--- config.mk ---
export PLATFORM = sky130hd
export DESIGN_NAME = matrix_keypad_digit_entry_core
export DESIGN_NICKNAME = d
export VERILOG_FILES = /design/src/hdl/mkde_pkg.sv /design/src/hdl/mkde_front.sv /design/src/hdl/mkde_queue.sv /design/src/hdl/mkde_back.sv /design/src/hdl/matrix_keypad_digit_entry_core.sv
export SDC_FILE = /design/constraint.sdc
export NUM_CORES = 1
export LEC_CHECK = 0
export BUFFER_PORTS_ARGS = -buffer_cell sky130_fd_sc_hd__buf_4
export CAP_MARGIN = 10
export CORE_MARGIN = 4
export CORE_UTILIZATION = 29
export DETAILED_ROUTE_END_ITERATION = 10
export SLEW_MARGIN = 20
export SYNTH_ARGS = -nofsm -noshare
export SYNTH_HDL_FRONTEND = slang
export SYNTH_SLANG_ARGS = --single-unit
--- constraint.sdc ---
create_clock -name clock -period 11 [get_ports clock]
set_input_delay 1.1 -clock clock [delete_from_list [all_inputs] [get_ports clock]]
set_output_delay 1.1 -clock clock [all_outputs]
set_load 0.01 [all_outputs]
--- src/hdl/mkde_pkg.sv ---
// Shared types, constants and key tables for the keypad digit entry block.
`timescale 1ns / 1ps

package mkde_pkg;

   // Fixed field widths of the keypad and the digit store.
   localparam int KEY_COUNT    = 16;
   localparam int INDEX_WIDTH  = 4;
   localparam int DIGIT_WIDTH  = 4;
   localparam int COUNT_WIDTH  = 5;
   localparam int STORE_SLOTS  = 16;
   localparam int STORE_WIDTH  = STORE_SLOTS * DIGIT_WIDTH;
   localparam int QUEUE_DEPTH  = 2;
   localparam int QPTR_WIDTH   = $clog2(QUEUE_DEPTH);
   localparam int QCOUNT_WIDTH = $clog2(QUEUE_DEPTH + 1);

   typedef enum logic [1:0] {
      CLASS_DIGIT = 2'd0,
      CLASS_SEND  = 2'd1,
      CLASS_END   = 2'd2,
      CLASS_BLANK = 2'd3
   } key_class_type;

   typedef enum logic [1:0] {
      ACT_NONE   = 2'd0,
      ACT_CLEAR  = 2'd1,
      ACT_APPEND = 2'd2
   } action_type;

   // One word passed from the front end to the back end.
   typedef struct packed {
      action_type                action;
      logic [INDEX_WIDTH-1:0]    slot;
      logic [DIGIT_WIDTH-1:0]    digit;
      logic                      key_event;
      logic [INDEX_WIDTH-1:0]    key_index;
      key_class_type             key_class;
      logic [COUNT_WIDTH-1:0]    digit_count;
      logic                      send_flag;
      logic                      stop_flag;
   } word_type;

   // Class of each key, indexed by col*4+row.
   function automatic key_class_type key_kind(input logic [INDEX_WIDTH-1:0] idx);
      key_class_type result;
      case (idx)
         4'd0:                                      result = CLASS_SEND;
         4'd12:                                     result = CLASS_END;
         4'd2, 4'd3, 4'd4, 4'd8:                    result = CLASS_BLANK;
         default:                                   result = CLASS_DIGIT;
      endcase
      return result;
   endfunction

   // Digit value of each digit key; other keys give zero.
   function automatic logic [DIGIT_WIDTH-1:0] key_digit(input logic [INDEX_WIDTH-1:0] idx);
      logic [DIGIT_WIDTH-1:0] result;
      case (idx)
         4'd5:    result = 4'd9;
         4'd6:    result = 4'd6;
         4'd7:    result = 4'd3;
         4'd9:    result = 4'd8;
         4'd10:   result = 4'd5;
         4'd11:   result = 4'd2;
         4'd13:   result = 4'd7;
         4'd14:   result = 4'd4;
         4'd15:   result = 4'd1;
         default: result = 4'd0;
      endcase
      return result;
   endfunction

endpackage

--- src/hdl/mkde_front.sv ---
// Front end: release edge search, key levels and the entry control flags.
`timescale 1ns / 1ps

module mkde_front #(
   parameter int MAX_DIGITS = 16
) (
   input  logic                                 clock,
   input  logic                                 reset,
   input  logic                                 in_accept,
   input  logic                                 command,
   input  logic [mkde_pkg::KEY_COUNT-1:0]       key_pressed_bits,
   output mkde_pkg::word_type                   word
);

   logic [mkde_pkg::KEY_COUNT-1:0]   last_ff, last_in;
   logic [mkde_pkg::COUNT_WIDTH-1:0] count_ff, count_in;
   logic                             send_ff, send_in;
   logic                             stop_ff, stop_in;

   logic [mkde_pkg::KEY_COUNT-1:0]   edges, lowest, mask;
   logic [mkde_pkg::INDEX_WIDTH-1:0] idx;
   logic                             found;
   logic                             full;
   mkde_pkg::key_class_type          cls;

   // Lowest release edge and the set of keys examined up to it.
   always_comb begin
      edges  = last_ff & ~key_pressed_bits;
      lowest = edges & (~edges + mkde_pkg::KEY_COUNT'(1));
      found  = |edges;
      mask   = found ? (lowest | (lowest - mkde_pkg::KEY_COUNT'(1))) : '1;
      idx    = '0;
      for (int k = 0; k < mkde_pkg::KEY_COUNT; k++) begin
         if (lowest[k]) begin
            idx = idx | mkde_pkg::INDEX_WIDTH'(k);
         end
      end
      cls  = mkde_pkg::key_kind(idx);
      full = (count_ff >= mkde_pkg::COUNT_WIDTH'(MAX_DIGITS));
   end

   // Decide the action and the flags that follow from this word.
   always_comb begin
      last_in  = last_ff;
      count_in = count_ff;
      send_in  = send_ff;
      stop_in  = stop_ff;

      word             = '0;
      word.action      = mkde_pkg::ACT_NONE;
      word.key_class   = mkde_pkg::CLASS_DIGIT;
      word.slot        = count_ff[mkde_pkg::INDEX_WIDTH-1:0];
      word.digit       = mkde_pkg::key_digit(idx);

      if (command) begin
         word.action = mkde_pkg::ACT_CLEAR;
         count_in    = '0;
         send_in     = 1'b0;
      end else if (!stop_ff) begin
         last_in = (key_pressed_bits & mask) | (last_ff & ~mask);
         if (found) begin
            word.key_event = 1'b1;
            word.key_index = idx;
            word.key_class = cls;
            if (cls == mkde_pkg::CLASS_SEND || full) begin
               send_in = 1'b1;
            end else if (cls == mkde_pkg::CLASS_DIGIT) begin
               word.action = mkde_pkg::ACT_APPEND;
               count_in    = count_ff + mkde_pkg::COUNT_WIDTH'(1);
            end else if (cls == mkde_pkg::CLASS_END) begin
               stop_in = 1'b1;
            end
         end
      end

      word.digit_count = count_in;
      word.send_flag   = send_in;
      word.stop_flag   = stop_in;
   end

   // State is updated only when a word is taken.
   always_ff @(posedge clock) begin
      if (reset) begin
         last_ff  <= '0;
         count_ff <= '0;
         send_ff  <= 1'b0;
         stop_ff  <= 1'b0;
      end else if (in_accept) begin
         last_ff  <= last_in;
         count_ff <= count_in;
         send_ff  <= send_in;
         stop_ff  <= stop_in;
      end
   end

endmodule

--- src/hdl/mkde_queue.sv ---
// Two-entry queue that decouples the front end from the back end.
`timescale 1ns / 1ps

module mkde_queue (
   input  logic               clock,
   input  logic               reset,
   input  logic               push,
   input  mkde_pkg::word_type push_word,
   output logic               not_full,
   input  logic               pop,
   output logic               not_empty,
   output mkde_pkg::word_type pop_word
);

   mkde_pkg::word_type                entry_ff [mkde_pkg::QUEUE_DEPTH];
   logic [mkde_pkg::QPTR_WIDTH-1:0]   wr_ptr_ff, wr_ptr_in;
   logic [mkde_pkg::QPTR_WIDTH-1:0]   rd_ptr_ff, rd_ptr_in;
   logic [mkde_pkg::QCOUNT_WIDTH-1:0] fill_ff, fill_in;

   assign not_full  = (fill_ff != mkde_pkg::QCOUNT_WIDTH'(mkde_pkg::QUEUE_DEPTH));
   assign not_empty = (fill_ff != '0);
   assign pop_word  = entry_ff[rd_ptr_ff];

   // Pointer wrap and fill level.
   always_comb begin
      wr_ptr_in = wr_ptr_ff;
      rd_ptr_in = rd_ptr_ff;
      fill_in   = fill_ff;
      if (push) begin
         wr_ptr_in = (wr_ptr_ff == mkde_pkg::QPTR_WIDTH'(mkde_pkg::QUEUE_DEPTH - 1)) ?
                     '0 : wr_ptr_ff + mkde_pkg::QPTR_WIDTH'(1);
      end
      if (pop) begin
         rd_ptr_in = (rd_ptr_ff == mkde_pkg::QPTR_WIDTH'(mkde_pkg::QUEUE_DEPTH - 1)) ?
                     '0 : rd_ptr_ff + mkde_pkg::QPTR_WIDTH'(1);
      end
      if (push && !pop) begin
         fill_in = fill_ff + mkde_pkg::QCOUNT_WIDTH'(1);
      end else if (pop && !push) begin
         fill_in = fill_ff - mkde_pkg::QCOUNT_WIDTH'(1);
      end
   end

   always_ff @(posedge clock) begin
      if (reset) begin
         wr_ptr_ff <= '0;
         rd_ptr_ff <= '0;
         fill_ff   <= '0;
      end else begin
         wr_ptr_ff <= wr_ptr_in;
         rd_ptr_ff <= rd_ptr_in;
         fill_ff   <= fill_in;
      end
   end

   // Entry storage holds payload only.
   always_ff @(posedge clock) begin
      if (push) begin
         entry_ff[wr_ptr_ff] <= push_word;
      end
   end

endmodule

--- src/hdl/mkde_back.sv ---
// Back end: digit store updates and the registered result word.
`timescale 1ns / 1ps

module mkde_back (
   input  logic                                clock,
   input  logic                                reset,
   input  logic                                word_valid,
   input  mkde_pkg::word_type                  word,
   output logic                                word_pop,
   output logic                                rsp_valid,
   input  logic                                rsp_ready,
   output logic                                rsp_key_event,
   output logic [mkde_pkg::INDEX_WIDTH-1:0]    rsp_key_index,
   output logic [1:0]                          rsp_key_class,
   output logic [mkde_pkg::COUNT_WIDTH-1:0]    rsp_digit_count,
   output logic                                rsp_send_flag,
   output logic                                rsp_stop_flag,
   output logic [mkde_pkg::STORE_WIDTH-1:0]    rsp_digits_packed
);

   logic [mkde_pkg::STORE_WIDTH-1:0] store_ff, store_in;
   logic                             valid_ff;
   mkde_pkg::word_type               out_ff;

   // Take a new word whenever the output register is free or being emptied.
   assign word_pop = word_valid && (!valid_ff || rsp_ready);

   // Slots beyond the count stay zero, so the store is the packed result.
   always_comb begin
      store_in = store_ff;
      case (word.action)
         mkde_pkg::ACT_CLEAR: begin
            store_in = '0;
         end
         mkde_pkg::ACT_APPEND: begin
            for (int s = 0; s < mkde_pkg::STORE_SLOTS; s++) begin
               if (word.slot == mkde_pkg::INDEX_WIDTH'(s)) begin
                  store_in[s*mkde_pkg::DIGIT_WIDTH +: mkde_pkg::DIGIT_WIDTH] = word.digit;
               end
            end
         end
         default: begin
            store_in = store_ff;
         end
      endcase
   end

   always_ff @(posedge clock) begin
      if (reset) begin
         valid_ff <= 1'b0;
         store_ff <= '0;
      end else begin
         if (word_pop) begin
            valid_ff <= 1'b1;
            store_ff <= store_in;
         end else if (rsp_ready) begin
            valid_ff <= 1'b0;
         end
      end
   end

   // Result payload register.
   always_ff @(posedge clock) begin
      if (word_pop) begin
         out_ff            <= word;
         rsp_digits_packed <= store_in;
      end
   end

   assign rsp_valid       = valid_ff;
   assign rsp_key_event   = out_ff.key_event;
   assign rsp_key_index   = out_ff.key_index;
   assign rsp_key_class   = out_ff.key_class;
   assign rsp_digit_count = out_ff.digit_count;
   assign rsp_send_flag   = out_ff.send_flag;
   assign rsp_stop_flag   = out_ff.stop_flag;

endmodule

--- src/hdl/matrix_keypad_digit_entry_core.sv ---
// Top level of the 4x4 keypad digit entry block.
`timescale 1ns / 1ps

// Each request word is either a scan sample of the 16 key levels or a clear
// command, and every request word gives exactly one response word. A word is
// accepted every cycle while the queue has room: the front end finds the first
// press-to-release edge, updates the key levels and the count, send and stop
// flags in the cycle of acceptance, and the back end writes the digit store
// and loads the response register when it takes the word from the queue. A
// two-entry queue between the halves and the response register let the
// request side keep flowing while a response waits.

module matrix_keypad_digit_entry_core #(
   parameter int MAX_DIGITS = 16
) (
   input  logic        clock,
   input  logic        reset,
   input  logic        req_valid,
   output logic        req_ready,
   input  logic        req_command,
   input  logic [15:0] req_key_pressed_bits,
   output logic        rsp_valid,
   input  logic        rsp_ready,
   output logic        rsp_key_event,
   output logic [3:0]  rsp_key_index,
   output logic [1:0]  rsp_key_class,
   output logic [4:0]  rsp_digit_count,
   output logic        rsp_send_flag,
   output logic        rsp_stop_flag,
   output logic [63:0] rsp_digits_packed
);

   mkde_pkg::word_type front_word;
   mkde_pkg::word_type back_word;
   logic               in_accept;
   logic               q_not_full;
   logic               q_not_empty;
   logic               q_pop;

   assign req_ready = q_not_full;
   assign in_accept = req_valid && q_not_full;

   mkde_front #(
      .MAX_DIGITS(MAX_DIGITS)
   ) u_front (
      .clock            (clock),
      .reset            (reset),
      .in_accept        (in_accept),
      .command          (req_command),
      .key_pressed_bits (req_key_pressed_bits),
      .word             (front_word)
   );

   mkde_queue u_queue (
      .clock     (clock),
      .reset     (reset),
      .push      (in_accept),
      .push_word (front_word),
      .not_full  (q_not_full),
      .pop       (q_pop),
      .not_empty (q_not_empty),
      .pop_word  (back_word)
   );

   mkde_back u_back (
      .clock             (clock),
      .reset             (reset),
      .word_valid        (q_not_empty),
      .word              (back_word),
      .word_pop          (q_pop),
      .rsp_valid         (rsp_valid),
      .rsp_ready         (rsp_ready),
      .rsp_key_event     (rsp_key_event),
      .rsp_key_index     (rsp_key_index),
      .rsp_key_class     (rsp_key_class),
      .rsp_digit_count   (rsp_digit_count),
      .rsp_send_flag     (rsp_send_flag),
      .rsp_stop_flag     (rsp_stop_flag),
      .rsp_digits_packed (rsp_digits_packed)
   );

endmodule

==> flow_summary_export.csv <==
group,metric,value,unit
critical_path,crit_end,"u_queue.entry_ff[0][4]",
critical_path,cp-end-kind,"register",
cts,tritoncts,"done",
power,ir_drop,0.165,mV
final_layout,final_cells,1404,
place,port-buffer-count,100,
cts,numClockSinks,219,
power,sw_frac_of_total,35.4,%
critical_path,crit_path_start_kind,"input pin",
die,coreArea,32700,um^2
detailed_routing,viasPerCell,4.88,
detailed_routing,vias,6856,
place,dp_hpwl,15200,um
logic_synthesis,synthTopCellsByCount,"edfxtp_1 (126), nor2_1 (104), dfxtp_1 (93)",
die,start_util,29.5,%
die,fp.dieH,191,um
logic_synthesis,synthArstFlopShare,0,%
logic_synthesis,yosys-top-cells-area,"edfxtp_1 (39%), dfxtp_1 (19%), a211oi_1 (4.9%)",
sta,fin_crit_sh,35.2,%
critical_path,regToRegSetupSlack,7.45,ns
critical_path,required,11.26,ns
global_route,grt_pass1_vias,6690,
place,dp_cells,1361,
die,pin_count,101,
cts,htree_levels,1,
detailed_routing,wl_per_cell,16.7,um
power,sequentialPowerShare,39.5,%
global_route,antenna_found_initial,0,
final_layout,finalInstanceArea,11600,um^2
logic_synthesis,synth-edff-count,126,
job,drv_cap,0,
cts,clk_pin_slew,0.06,ns
detailed_routing,antenna_left,0,
power,power.total,2.91,mW
place,placed_area,10800,um^2
sta,tns,0,ns
sta,clock-skew-final,0.0248,ns
sta,hold_slack,0.455,ns
logic_synthesis,synth.distinct_cells,70,
place,gp_congestion,0.807,
critical_path,max_stage_delay,0.58,ns
critical_path,path_cells,"buf_4 -> nor2b_1 -> or4_4 -> nor3_1 -> a211oi_1 -> inv_1 -> ha_1 -> or2_2 -> a21boi_1 -> a31o_2 -> a21oi_1",
sta,drv_slew,0,
critical_path,cp_top_family,"compound AO/OA/AOI/OAI gates",
cts,post_cts_hold_buffer_count,0,
die,fp.dieW,191,um
detailed_routing,drc,0,
sta,rsz0062_at_grt,"no",
power,cellLeakagePower,3.88,nW
logic_synthesis,seq_area_frac_synth,58.4,%
global_route,grt_pass1_wl,36800,um
logic_synthesis,syn_area,9660,um^2
sta,hold_viol,0,
cts,ctsResizeCount,0,
logic_synthesis,ys_ff_latch,219,
sta,achievable-frequency,258,MHz
power,p_comb_share,33.2,%
final_layout,seq_area,5650,um^2
logic_synthesis,synth_nets,896,
power,switchingPower,1.03,mW
sta,slew_headroom,29.0,%
cts,numCtsBuffers,24,
sta,min_period,3.88,ns
critical_path,reg2reg_to,"u_queue.entry_ff[0][4]",
critical_path,reg2reg_depth,10,
logic_synthesis,netlist_instances,868,
final_layout,n_fill_cell,3294,
detailed_routing,dr.pass1.iters,5,
critical_path,cp.buffers_inverters,2,
critical_path,path_class,"in -> reg",
detailed_routing,wirelength,23500,um
power,internal_power,1.88,mW
final_layout,diodes,0,
cts,clockRootBuffer,"clkbuf_16",
cts,clock_latency,0.54,ns
logic_synthesis,yosysMostFrequentCell,"edfxtp_1",
logic_synthesis,synth_top_area_cell,"edfxtp_1",
power,power_frac_clock,27.3,%
final_layout,area_delta_synth_final,19.8,%
run_status,status,"finished clean",
place,preCtsSetupSlack,6.59,ns
global_route,grt_overflow,0,
critical_path,path_max_fanout,24,
sta,setup_viol,0,
logic_synthesis,yosysTopAreaCellShare,39.2,%
detailed_routing,drtIter0Drc,451,
worst_hold_path,worstHoldPathType,"reg -> reg",
final_layout,drive_above_1_share,21.0,%
die,row_count,66,
logic_synthesis,yosys_warnings,0,
final_layout,multi_input_area,3570,um^2
critical_path,crit_path_top_delay_cell,"a211oi_1",
final_layout,nets,973,
critical_path,crit_cells,11,
logic_synthesis,synth_ff_type,"edfxtp_1",
power,power_density,252,nW/um^2
critical_path,worstSetupStartpoint,"req_key_pressed_bits[2]",
logic_synthesis,syn_area_per_cell,11.1,um^2
global_route,track_usage,12.5,%
cts,cts_buffer_depth,3,
critical_path,crit_arrival,4.14,ns
cts,cts_setup_buffers,0,
sta,tightest_slew,1.06,ns
sta,postLayoutSetupSlackWorst,7.12,ns
die,die_area,36300,um^2
final_layout,utilization,35.4,%
global_route,grt_max_degree,84,
-- registers in the layout (all words and copies together) (netlist names), named ones only --
name,count
u_back.rsp_digits_packed,64
u_back.store_ff,64
u_queue.entry_ff,48
u_back.rsp_digit_count,5
u_front.count_ff,5
u_back.rsp_key_index,4
u_back.rsp_key_class,2
u_queue.fill_ff,2
u_back.rsp_key_event,1
u_back.rsp_send_flag,1
u_back.rsp_stop_flag,1
u_back.rsp_valid,1
u_front.last_ff,1
u_front.send_ff,1
u_front.stop_ff,1
u_queue.rd_ptr_ff,1
u_queue.wr_ptr_ff,1
-- cells in the final DEF (no fill, tap or decap), drive strengths merged, types with 6 or more instances in the layout --
cell / instances
mux2i: 14
nor2b: 15
a211oi: 63
nor2: 104
and2: 13
nand2: 51
inv: 55
nor4: 6
nand3: 14
o32ai: 46
or2: 8
dfxtp: 93
clkbuf: 29
nand2b: 16
nor3: 12
mux2: 15
buf: 108
clkinv: 11
a21oi: 43
ha: 7
o21ai: 31
edfxtp: 126
nand4: 7
-- worst reg2reg max path: stages, from the launching register on --
cell and delay, ns:
dfxtp_1 0.34, nor2b_1 0.36, or4_4 0.39, nor3_1 0.13, a211oi_1 0.58, inv_1 0.15, ha_1 0.26, or2_2 0.32
a21boi_1 0.48, a31o_2 0.23, a21oi_1 0.07
-- area by class of cell --
| cell class | instances | area share, % |
|---|---|---|
| clock buffers | 29 | 5.52 |
| clock inverters | 14 | 1.21 |
| inverters | 56 | 1.83 |
| multi-input cells | 536 | 30.9 |
| flip-flops and latches | 219 | 48.8 |
| well taps | 442 | 4.78 |
| repair buffers | 108 | 7.01 |
-- metal layers --
metal  GRT usage (%)  share of wire [%]  vias to the layer above  routed length, um
met1            16.7                 45                     3268              10500
met2            20.7                 47                      170              11000
met4            3.18                2.3                        0                534
li1                -                  -                     3377                  -
met5               0                  0                        -                  0
met3            2.56                5.9                       41               1380
-- cell families after synthesis --
group	share of synthesized area [%]
simple gates	14.8
compound gates	17.4
mux	3.20
xor+xnor	0.363
buf+inv	4.93
flops	58.4
fa+ha+maj	0.907
-- how the worst min path moves through the flow --
stage / from / to / cells past startpoint
final: u_back.store_ff[11] / u_back.store_ff[11] / 2
after global routing: u_back.store_ff[12] / u_back.store_ff[12] / 2
after CTS: u_back.store_ff[5] / u_back.store_ff[5] / 2
after global placement: u_back.store_ff[15] / u_back.store_ff[15] / 2
after floorplan: u_back.store_ff[0] / u_back.store_ff[0] / 2
after detailed placement: u_back.store_ff[5] / u_back.store_ff[5] / 2
-- power groups by stage --
stage,clock network (mW),registers [mW],logic (mW)
2_1_floorplan,0,1.23,0.535
3_3_place_gp,0,1.17,0.966
3_5_place_dp,0,1.17,0.982
4_1_cts,0.821,1.15,0.984
5_1_grt,0.850,1.17,1.06
6_report,0.795,1.15,0.966
(Power assumes the default switching activity.)
